`config.mk`:
```
export PLATFORM = sky130hd
export DESIGN_NAME = shg_ram
export DESIGN_NICKNAME = d
export VERILOG_FILES = /design/src/hw/rtl/shg_ram.sv
export SDC_FILE = /design/constraint.sdc
export NUM_CORES = 1
export LEC_CHECK = 0
export BUFFER_PORTS_ARGS = -buffer_cell sky130_fd_sc_hd__clkbuf_2
export CAP_MARGIN = 20
export CORE_MARGIN = 4
export CORE_UTILIZATION = 55
export CTS_BUF_LIST = sky130_fd_sc_hd__clkbuf_2
export DETAILED_ROUTE_END_ITERATION = 8
export PLACE_DENSITY = 0.73
export SYNTH_ARGS = -nofsm -noshare
export SYNTH_HDL_FRONTEND = slang
export SYNTH_SLANG_ARGS = --single-unit
export TNS_END_PERCENT = 10
```
`constraint.sdc`:
```
create_clock -name i_clk -period 3.6 [get_ports i_clk]
set_clock_uncertainty 0.05 [all_clocks]
set_input_delay 0.18 -clock i_clk [delete_from_list [all_inputs] [get_ports i_clk]]
set_output_delay 0.18 -clock i_clk [all_outputs]
set_load 0.01 [all_outputs]
```
`src/hw/rtl/shg_ram.sv`:
```
// Simple dual-port synchronous RAM with one write port and a registered read port.
`default_nettype none

module shg_ram #(
    parameter int WIDTH = 8,
    parameter int DEPTH = 16
) (
    input  wire logic                     i_clk,
    input  wire logic                     i_we,
    input  wire logic [$clog2(DEPTH)-1:0] i_waddr,
    input  wire logic [WIDTH-1:0]         i_wdata,
    input  wire logic [$clog2(DEPTH)-1:0] i_raddr,
    output logic      [WIDTH-1:0]         o_rdata
);

    logic [WIDTH-1:0] mem [DEPTH];

    always_ff @(posedge i_clk) begin
        if (i_we) begin
            mem[i_waddr] <= i_wdata;
        end
    end

    always_ff @(posedge i_clk) begin
        o_rdata <= mem[i_raddr];
    end

endmodule

`default_nettype wire

```
==> impl_metrics.json <==
{
  "syn_inst": 229,
  "yosysWarnings": 0,
  "cts_max_level": 4,
  "cellLeakagePower_uw": 0.00197,
  "cap_viol_max_count": 0,
  "cts_tree": "done",
  "rsz0062_at_grt": "no",
  "path_clk_slew_ns": 0.22,
  "grt_pass1_vias": 2484,
  "synth.distinct_cells": 19,
  "synth_fp_nets": 247,
  "fp.dieW_um": 105,
  "end_kind": "register",
  "peakVddDrop_mv": 0.237,
  "vias_per_cell": 5.90,
  "drt-pass1-iter-count": 4,
  "slew_headroom": 0.352,
  "m1WireLength_um": 3930,
  "gr-total-overflow": 0,
  "highest_layer": "met4",
  "period_share": 0.491,
  "pin_count": 26,
  "routed-wl-met2_um": 4400,
  "grt_first_pass_wirelength_um": 14300,
  "clockBufferDepth": 2,
  "grt_max_degree": 33,
  "synth.avg_cell_area_um2": 22.5,
  "crit_type": "primary input to register",
  "crit_fanout": 8,
  "crit_path_start": "i_waddr[1]",
  "seq_area_frac_synth": 0.778,
  "critPathLaunchType": "primary input",
  "die_y_um": 105,
  "slew_viol_final": 0,
  "wl_per_cell_um": 22.4,
  "area_growth_pct": 13.3,
  "coreArea_mm2": 0.00920,
  "cp.required_ns": 3.85,
  "yosys_register_bits": 136,
  "setup_viol": 0,
  "crit_arrival_ns": 2.02,
  "rows": 35,
  "vias": 2390,
  "r2r_start": "mem[1][3]",
  "fmax_mhz": 566,
  "netlist_area_mm2": 0.00515,
  "min_from": "i_waddr[2]",
  "antennaDiodeCount": 0,
  "post_cts_buffers": 0,
  "status": "finished clean",
  "hp-class": "primary input to register",
  "setup_tns_ns": 0,
  "drt_iter0_drc": 171,
  "wl_met3_um": 628,
  "start_util": 0.560,
  "drtAntennaViolNets": 0,
  "power_density_mw_per_mm2": 532,
  "grtUsageTotal": 0.181,
  "numCtsBuffers": 17,
  "port_buffers": 25,
  "power.total_uw": 3100,
  "final_nets": 299,
  "final_hold_viol_count": 0,
  "tightest_slew_ns": 0.968,
  "clock-sinks": 136,
  "cts_resized": 0,
  "post-dp-hpwl_um": 5580,
  "final_layout_size_suffix_gt1_frac": 0.276,
  "routed_wl_um": 9080,
  "drc_errors": 0,
  "die_area_mm2": 0.0110,
  "place_congestion": 0.699,
  "min_period_ns": 1.77,
  "cts.root.buffer_cell": "clkbuf_2",
  "clock_latency_ns": 0.67,
  "antenna_found_initial": 0
}
## path summary, 6_finish.rpt
check | end | depth (start not counted) | slack [ns]
setup / recovery | mem[12][5] | 4 | 1.83
hold / removal | mem[1][0] | 3 | 0.09
setup reg to reg | o_rdata[3] | 3 | 2.19
hold reg to reg | o_rdata[0] | 3 | 0.63
## synth_stat cells (all sizes together)
master | instances | area, um2
nand2 | 9 | 33.8
or3b | 1 | 8.76
nor2b | 1 | 6.26
and2 | 1 | 6.26
clkdlybuf4s25 | 3 | 30.0
nor3 | 4 | 20.0
nand3b | 2 | 15.0
edfxtp | 128 | 3840
nand2b | 2 | 12.5
and2b | 1 | 7.51
a22oi | 16 | 120
nand3 | 1 | 5.00
buf | 7 | 56.3
dfxtp | 8 | 160
mux4 | 32 | 773
nor2 | 13 | 48.8
## metrics by stage
step                      std cells   util  cell area [um2]  hold slack [ns]  setup slack (ns)
after floorplan                 229      -             5150            0.229              1.88
after global placement          359  0.583             5360            0.520              1.35
after detailed placement        359  0.583             5360            0.521              1.33
after CTS                       405  0.634             5830           0.0241              1.90
after global routing            405  0.634             5830           0.0287              1.81
final                           405  0.634             5830           0.0927              1.83
## registers in the layout, indices dropped and copies added (netlist names)
name / count
mem: 128
o_rdata: 8
## report_power, final
| part | switching (uW) | internal (uW) |
|---|---|---|
| combinational | 91.4 | 73.3 |
| clock | 552 | 605 |
| sequential | 11.4 | 1770 |
| total | 654 | 2450 |
## placed cells by master, fill, tap and decap left out, drive strengths merged, types with 6 or more instances in the layout
master         n
a22oi         16
bufinv         6
clkbuf        43
dfxtp          8
dlygate4sd3   14
edfxtp       128
mux4          32
nand2          9
nor2          13
## area by class of cell
type | instances | area (um2)
Multi-Input combinational cell | 83 | 1060
Clock buffer | 18 | 90.1
Timing Repair Buffer | 43 | 295
Clock inverter | 14 | 244
Sequential cell | 136 | 4000
Fill cell | 635 | 3360
Tap cell | 111 | 139
## metal layers
layer  GRT usage  vias up
met5           0        -
met4      0.0562        0
met3      0.0513       11
met2       0.273       88
met1       0.262     1214
li1            -     1077
## cell families (layout without fill, tap and decap cells)
kind of cell,after synthesis,after routing,share of synthesized area
AO/OA/AOI/OAI,16,16,0.0233
buffers and inverters,10,75,0.0168
flip-flops,136,136,0.778
multiplexers,32,32,0.150
AND/OR/NAND/NOR,35,35,0.0318
## worst max-delay path, stage by stage
cell and delay (ns):
dlygate4sd3_1 0.54, clkbuf_2 0.16, nor3_2 0.25, dlygate4sd3_1 0.89
## timing repair
action	CTS	global route
endpoints found under the setup margin	0	0
hold endpoints to repair	168	0
hold buffers	14	0
Power figures use the tool's default switching activity.
