<file path="src/hw/rtl/shg_pkg.sv">
// Shared types, widths and state codes for the sorted hash group insert block.
`default_nettype none

package shg_pkg;

    localparam int GROUP_DEPTH_DEF = 1024;
    localparam int USER_LIMIT_DEF  = 1023;

    localparam int USER_W  = 10;
    localparam int HASH_W  = 32;
    localparam int SLOT_W  = 10;
    localparam int COUNT_W = 11;

    typedef struct packed {
        logic [USER_W-1:0]        user_number;
        logic signed [HASH_W-1:0] address_hash;
    } t_in_item;

    typedef struct packed {
        logic [SLOT_W-1:0]  group_slot;
        logic               new_group;
        logic [USER_W-1:0]  previous_member;
        logic [COUNT_W-1:0] group_count;
        logic               table_full;
    } t_out_item;

    // One row of the sorted group table: key and chain head together.
    typedef struct packed {
        logic signed [HASH_W-1:0] key;
        logic [USER_W-1:0]        head;
    } t_group_entry;

    localparam int ENTRY_W = $bits(t_group_entry);

    typedef enum logic [2:0] {
        S_IDLE,
        S_PROBE,
        S_CMP,
        S_SHIFT,
        S_INSERT
    } t_state;

endpackage

`default_nettype wire

</file>
<file path="src/hw/rtl/shg_ctrl.sv">
// Search, shift and insert sequencer for the sorted group table.
`default_nettype none

module shg_ctrl
    import shg_pkg::*;
#(
    parameter int GROUP_DEPTH = GROUP_DEPTH_DEF,
    parameter int USER_LIMIT  = USER_LIMIT_DEF,
    localparam int AW = $clog2(GROUP_DEPTH),
    localparam int UW = $clog2(USER_LIMIT + 1)
) (
    input  wire logic         i_clk,
    input  wire logic         i_rst_n,
    input  wire logic         i_start,
    input  wire t_in_item     i_item,
    output logic              o_busy,
    output logic              o_done,
    output t_out_item         o_result,
    // group table port
    output logic              o_grp_we,
    output logic [AW-1:0]     o_grp_waddr,
    output logic [ENTRY_W-1:0] o_grp_wdata,
    output logic [AW-1:0]     o_grp_raddr,
    input  wire logic [ENTRY_W-1:0] i_grp_rdata,
    // member link port
    output logic              o_nm_we,
    output logic [UW-1:0]     o_nm_waddr,
    output logic [USER_W-1:0] o_nm_wdata
);

    localparam int CW = $clog2(GROUP_DEPTH + 1);

    t_state                   r_state, n_state;
    logic [CW-1:0]            r_count, n_count;
    logic                     r_done, n_done;
    logic                     r_wpend, n_wpend;
    t_out_item                r_res, n_res;
    logic [USER_W-1:0]        r_user, n_user;
    logic signed [HASH_W-1:0] r_key, n_key;
    logic [CW-1:0]            r_lo, n_lo;
    logic [CW-1:0]            r_hi, n_hi;
    logic [CW-1:0]            r_i, n_i;
    logic [AW-1:0]            r_mid, n_mid;
    logic [AW-1:0]            r_waddr, n_waddr;

    logic [CW:0]              mid_sum;
    logic [AW-1:0]            mid;
    t_group_entry             rd_entry;
    logic                     user_bad;

    assign mid_sum  = {1'b0, r_lo} + {1'b0, r_hi};
    assign mid      = AW'(mid_sum >> 1);
    assign rd_entry = t_group_entry'(i_grp_rdata);
    assign user_bad = (i_item.user_number == '0) ||
                      (32'(i_item.user_number) > 32'(USER_LIMIT));

    always_ff @(posedge i_clk) begin
        if (!i_rst_n) begin
            r_state <= S_IDLE;
            r_count <= '0;
            r_done  <= 1'b0;
            r_wpend <= 1'b0;
        end else begin
            r_state <= n_state;
            r_count <= n_count;
            r_done  <= n_done;
            r_wpend <= n_wpend;
        end
    end

    always_ff @(posedge i_clk) begin
        r_res   <= n_res;
        r_user  <= n_user;
        r_key   <= n_key;
        r_lo    <= n_lo;
        r_hi    <= n_hi;
        r_i     <= n_i;
        r_mid   <= n_mid;
        r_waddr <= n_waddr;
    end

    always_comb begin
        n_state = r_state;
        n_count = r_count;
        n_done  = 1'b0;
        n_wpend = r_wpend;
        n_res   = r_res;
        n_user  = r_user;
        n_key   = r_key;
        n_lo    = r_lo;
        n_hi    = r_hi;
        n_i     = r_i;
        n_mid   = r_mid;
        n_waddr = r_waddr;

        o_grp_we    = 1'b0;
        o_grp_waddr = r_mid;
        o_grp_wdata = ENTRY_W'({r_key, r_user});
        o_grp_raddr = r_mid;
        o_nm_we     = 1'b0;
        o_nm_waddr  = UW'(r_user);
        o_nm_wdata  = '0;

        case (r_state)
            S_IDLE: begin
                if (i_start) begin
                    n_user = i_item.user_number;
                    n_key  = i_item.address_hash;
                    if (user_bad) begin
                        n_done = 1'b1;
                        n_res  = '{group_slot: '0, new_group: 1'b0,
                                   previous_member: '0,
                                   group_count: COUNT_W'(r_count),
                                   table_full: 1'b0};
                    end else begin
                        n_lo    = '0;
                        n_hi    = r_count;
                        n_state = S_PROBE;
                    end
                end
            end

            S_PROBE: begin
                if (r_lo < r_hi) begin
                    o_grp_raddr = mid;
                    n_mid       = mid;
                    n_state     = S_CMP;
                end else if (32'(r_count) >= 32'(GROUP_DEPTH)) begin
                    n_done  = 1'b1;
                    n_res   = '{group_slot: '0, new_group: 1'b0,
                                previous_member: '0,
                                group_count: COUNT_W'(r_count),
                                table_full: 1'b1};
                    n_state = S_IDLE;
                end else begin
                    n_i     = r_count;
                    n_wpend = 1'b0;
                    n_state = S_SHIFT;
                end
            end

            S_CMP: begin
                if (rd_entry.key == r_key) begin
                    // Hit: the user becomes the new chain head.
                    o_grp_we    = 1'b1;
                    o_grp_waddr = r_mid;
                    o_nm_we     = 1'b1;
                    o_nm_wdata  = rd_entry.head;
                    n_done      = 1'b1;
                    n_res       = '{group_slot: SLOT_W'(r_mid), new_group: 1'b0,
                                    previous_member: rd_entry.head,
                                    group_count: COUNT_W'(r_count),
                                    table_full: 1'b0};
                    n_state     = S_IDLE;
                end else begin
                    if (r_key < rd_entry.key) begin
                        n_hi = CW'(r_mid);
                    end else begin
                        n_lo = CW'(r_mid) + 1'b1;
                    end
                    n_state = S_PROBE;
                end
            end

            S_SHIFT: begin
                // Read entry i-1 while the entry read last cycle lands one place up.
                if (r_wpend) begin
                    o_grp_we    = 1'b1;
                    o_grp_waddr = r_waddr;
                    o_grp_wdata = i_grp_rdata;
                end
                if (r_i > r_lo) begin
                    o_grp_raddr = AW'(r_i - 1'b1);
                    n_waddr     = AW'(r_i);
                    n_wpend     = 1'b1;
                    n_i         = r_i - 1'b1;
                end else begin
                    n_wpend = 1'b0;
                    n_state = S_INSERT;
                end
            end

            S_INSERT: begin
                o_grp_we    = 1'b1;
                o_grp_waddr = AW'(r_lo);
                o_nm_we     = 1'b1;
                n_count     = r_count + 1'b1;
                n_done      = 1'b1;
                n_res       = '{group_slot: SLOT_W'(r_lo), new_group: 1'b1,
                                previous_member: '0,
                                group_count: COUNT_W'(r_count + 1'b1),
                                table_full: 1'b0};
                n_state     = S_IDLE;
            end

            default: begin
                n_state = S_IDLE;
            end
        endcase
    end

    assign o_busy   = (r_state != S_IDLE);
    assign o_done   = r_done;
    assign o_result = r_res;

`ifndef SYNTH
    a_count_bound: assert property (@(posedge i_clk) disable iff (!i_rst_n)
        32'(r_count) <= 32'(GROUP_DEPTH))
        else $error("group count exceeds table depth");

    a_done_idle: assert property (@(posedge i_clk) disable iff (!i_rst_n)
        o_done |-> !o_busy)
        else $error("result strobe while an item is still in progress");

    a_new_counts: assert property (@(posedge i_clk) disable iff (!i_rst_n)
        (o_done && o_result.new_group) |-> (r_count == CW'($past(r_count) + 1'b1)))
        else $error("new group reported without count increment");

    a_full_result: assert property (@(posedge i_clk) disable iff (!i_rst_n)
        (o_done && o_result.table_full) |->
            (!o_result.new_group && 32'(r_count) == 32'(GROUP_DEPTH)))
        else $error("table full reported on a table with room");

    a_shift_ports: assert property (@(posedge i_clk) disable iff (!i_rst_n)
        (r_state == S_SHIFT && o_grp_we && r_i > r_lo) |-> (o_grp_raddr != o_grp_waddr))
        else $error("shift reads and writes the same entry");
`endif

endmodule

`default_nettype wire

</file>
<file path="config.mk">
export PLATFORM = sky130hd
export DESIGN_NAME = shg_ctrl
export DESIGN_NICKNAME = d
export VERILOG_FILES = /design/src/hw/rtl/shg_pkg.sv /design/src/hw/rtl/shg_ctrl.sv
export SDC_FILE = /design/constraint.sdc
export NUM_CORES = 1
export LEC_CHECK = 0
export ABC_AREA = 0
export ABC_CLOCK_PERIOD_IN_PS = 8500
export BUFFER_PORTS_ARGS = -buffer_cell sky130_fd_sc_hd__buf_2
export CAP_MARGIN = 0
export CORE_MARGIN = 3
export CORE_UTILIZATION = 60
export CTS_BUF_LIST = sky130_fd_sc_hd__clkbuf_4
export DETAILED_ROUTE_END_ITERATION = 8
export HOLD_SLACK_MARGIN = 0.12
export PLACE_DENSITY = 0.91
export SLEW_MARGIN = 20
export SYNTH_ARGS = -nofsm -noshare
export SYNTH_HDL_FRONTEND = slang
export SYNTH_SLANG_ARGS = --single-unit
</file>
<file path="constraint.sdc">
create_clock -name i_clk -period 8.5 [get_ports i_clk]
set_input_delay 0.425 -clock i_clk [delete_from_list [all_inputs] [get_ports i_clk]]
set_output_delay 0.425 -clock i_clk [all_outputs]
set_load 0.05 [all_outputs]
</file>
==> results.env <==
RSZ0062_AT_GRT='no'
WORST_SETUP_HOLD_PATH_CLK_SLEW_NS=0.11
SEQUENTIAL_CELL_AREA_SQ_UM=4160
TOTAL_POWER_W=0.00220
SYNTHESIS.NETS=935
PORT_BUFFERS=205
PLACEDCELLCOUNT=1135
GR-USAGE-ALL-LAYERS=0.332
CELLS_ALONG_THE_CRITICAL_PATH='inv_1 > ha_1 > a21o_1 > a21oi_1 > o211ai_1 > o21ai_0 > buf_4 > or2_2 > inv_1 > a221oi_1 > buf_2'
RESULT_OF_THE_RUN='finished, final reports clean'
MAX_FREQ_GHz=0.237
STATIC-LEAKAGE-POWER_nW=4.64
DRT-WIRELENGTH-PER-CELL_MICRONS=20.6
POST-SYNTH-TOP-AREA-CELL='edfxtp_1'
FINALHOLDVIOLATIONS=0
POSTSYNTHAREAPERCELL_SQ_UM=10.7
ROUTABILITYCONGESTION=0.959
SYNTHFLOPTYPE='edfxtp_1'
FIRST_GLOBAL_VIAS=7214
POWER.DENSITY_CELL_AREA_nW_PER_UM2=214
CRITICAL_PATH.MAX_STAGE_DELAY_NS=0.55
CLOCKBUFFERDEPTH=2
INITIALDRTVIOLATIONCOUNT=774
PERIOD_MINUS_SLACK_NS=4.22
DRC_ERRORS=0
DETAIL_ROUTE.VIAS_PER_CELL=6.02
CP_NUM_BUF_INV=4
CELLS_TAKING_THE_MOST_AREA_AFTER_SYNTHESIS='edfxtp_1, ha_1, mux2_2, nand2_1, dfxtp_1'
SYNTH_TOP_CELL_AREA_SHARE=0.461
CTS_ROOT_BUFFER='clkbuf_4'
INITIAL_STANDARD_CELL_UTILIZATION_OF_THE_CORE=0.623
CORE-AREA_SQ_UM=13400
FINISH.NET_COUNT=1176
CTS_SETUP_BUFFERS=0
ANTENNA_FOUND_INITIAL=2
SLOWEST_STAGE='a221oi_1'
FILLER_CELL_COUNT=805
MIN_PATH_CELLS=2
FIN_TNS_SETUP_NS=0
VIAS=7306
SYNTH_SEQ_AREA_SHARE=0.499
CRIT_PATH_START_KIND='flip-flop'
CORE.ROWCOUNT=42
WORST_IR_DROP_VDD_V=0.000120
SYNTH_COMMON_CELLS='edfxtp_1, nand2_1, inv_1, ha_1, nor2_1'
YS_SEQ_ELEMENTS=144
FLOORPLAN.DIE.WIDTH_MICRONS=124
LAYOUT.CORE_UTILIZATION=0.766
TOTAL_WIRELENGTH_OF_THE_DETAILED_ROUTED_DESIGN_MM=25.0
FINCLKSKEW_NS=0.0282
TIMING.HOLD.WORST.START='i_grp_rdata[5]'
DESIGN.DIE.AREA_SQ_UM=15400
NUM_IO_PINS=206
CTS-HTREE-LEVELS=4
CLOCK_LATENCY_NS=0.58
YOSYS_WARNINGS=0
MAX-CAP-VIOLATIONS=0
REGTOREGSETUPSLACK_NS=4.52
NUMBER_OF_ENABLE_FLIP_FLOP_CELLS_AFTER_SYNTHESIS=128
CTS.HOLD.BUFFERS_ADDED=43
R2R_END='o_result[28]'
FIRST_PASS_GRT_WIRE_LENGTH_MM=38.2
DETAIL_ROUTE.FIRST_PASS.ITERATIONS=5
MAX_SLEW_MARGIN=0.321
ANTENNA_VIOLATING_NETS_POST_ROUTE=0
REQUIRED_NS=8.08
CRITICAL-PATH-TOP-CELL-BY-COUNT='inv_1'
REPORT.FINAL.SETUP_VIOL=0
MIN_PERIOD_OVER_PERIOD=0.497
SHARE_OF_FLIP_FLOPS_WITH_AN_ASYNCHRONOUS_SET_OR_RESET=0
SETUP.WORST_PATH.END_CLASS='output port'
WORST_PATH_DOMINANT_CELL_FAMILY='compound AO/OA/AOI/OAI gates'
TIMING.FINAL.MAX_SLEW_VIOLATIONS=0
TIMING_WORST_SLEW_PIN_VALUE_NS=1.02
SYNTH_AREA_SQ_UM=8340
MULTI_INPUT_COMB_AREA_SQ_UM=3800
DRIVE_ABOVE_1_SHARE=0.292
POSTSYNTHCELLCOUNT=781
LARGEST_NET_DEGREE_AT_THE_START_OF_GLOBAL_ROUTING=50
TRITONCTS='yes'
CRITPATHKIND='flip-flop to output port'
CRITICAL_PATH_STARTPOINT='r_lo[9]'
WORST-ENDPOINT-ARRIVAL_NS=3.80
CRITICAL_PATH.REG2REG.STARTPOINT='r_key[13]'
WORSTHOLDPATHTYPE='primary input to flip-flop'
DIE_HEIGHT_MICRONS=124
WORSTREGTOREGCELLS=8
CTS_INSERTED_BUFFERS=17
POST_CTS_RESIZE_COUNT=0
DP_HPWL_MM=16.7
FINAL_CELLS=1213
YOSYSUNIQUECELLTYPES=65
HOLD_PATH_END='o_result[17]'
SYNTH_MOST_COMMON_CELL='edfxtp_1'
GLOBALROUTE.TOTALOVERFLOW=0
CTS_SINKS=144
CRITICAL_PATH_PEAK_FANOUT=14
AREA_GROW_SYN2LAYOUT_PCT=23.1
-- worst reg2reg max path, stage by stage (launching register included) --
cell	delay [ns]
edfxtp_1	0.44
ha_1	0.34
nand4_1	0.14
or3_1	0.39
nor3_1	0.31
nor4b_4	0.65
nor2_2	0.12
nor4_4	0.80
buf_4	0.46
-- metrics by stage --
stage                     hold WS, ns  instance area (sq um)  setup slack, ns
after CTS                       0.166                  10200             4.33
after detailed placement        0.476                   9520             4.65
after floorplan                 0.450                   8340             4.15
final                           0.208                  10300             4.28
after global routing            0.185                  10300             4.14
after global placement          0.462                   9520             4.75
-- state kept, by name, indices dropped and copies added (netlist names) --
signal / flops
o_result: 33
r_waddr: 10
r_lo: 11
r_count: 11
r_hi: 11
o_done: 1
r_wpend: 1
r_mid: 10
o_nm_waddr: 10
r_i: 11
r_state: 3
r_key: 32
-- area by class of cell --
cell class | count | area share
Clock inverter | 14 | 0.0144
Multi-Input combinational cell | 533 | 0.371
Antenna cell | 2 | 0.000487
Inverter | 72 | 0.0263
Sequential cell | 144 | 0.406
Clock buffer | 18 | 0.0132
Tap cell | 176 | 0.0214
Timing Repair Buffer | 254 | 0.148
-- worst max path at each step --
| stage | end | slack, ns | cells past startpoint |
|---|---|---|---|
| 2_1_floorplan | r_lo[0] | 4.15 | 5 |
| 3_3_place_gp | o_result[28] | 4.75 | 10 |
| 3_5_place_dp | o_result[28] | 4.65 | 10 |
| 4_1_cts | o_grp_raddr[1] | 4.33 | 11 |
| 5_1_grt | o_grp_raddr[1] | 4.14 | 11 |
| 6_report | o_grp_raddr[1] | 4.28 | 11 |
-- routing by layer --
metal  track usage  vias up  routed length [microns]
li1              -     3286                        -
met1         0.390     3373                     8710
met2         0.555      510                    12400
met3        0.0763      137                     2450
met4         0.201        0                     1510
met5             0        -                        0
-- cells by family (layout without fill, tap and decap cells) --
family          after synthesis  after routing  synth area share
compound gates              115            115            0.0915
xor+xnor                     34             34            0.0357
fa+ha+maj                    67             67             0.101
buf+inv                     104            358            0.0481
flops                       144            144             0.499
mux                          52             52            0.0691
other cells                   0              2                 0
simple gates                265            265             0.155
-- power breakdown --
group | internal [W] | total [W] | leakage [nW] | switching [W]
Sequential | 0.000872 | 0.000940 | 1.36 | 0.0000680
Clock | 0.000200 | 0.000450 | 0.148 | 0.000249
Combinational | 0.000238 | 0.000810 | 3.14 | 0.000572
Total | 0.00131 | 0.00220 | 4.64 | 0.000889
-- cell usage in the layout (no fill, tap or decap), drive strengths merged, types with 7 or more instances in the layout --
cell,Yosys,final
ha,66,66
inv,72,72
mux2,45,45
and2,14,14
edfxtp,128,128
nor4,8,8
nand4,11,11
nor2,50,50
xor2,15,15
o21ai,31,31
dlygate4sd3,0,43
xnor2,19,19
and3,26,26
mux2i,7,7
a21oi,29,29
nand2,106,106
nand3,15,15
clkinv,0,8
clkbuf,25,18
buf,7,211
dfxtp,16,16
No activity file was read; power rests on OpenSTA's default activity.
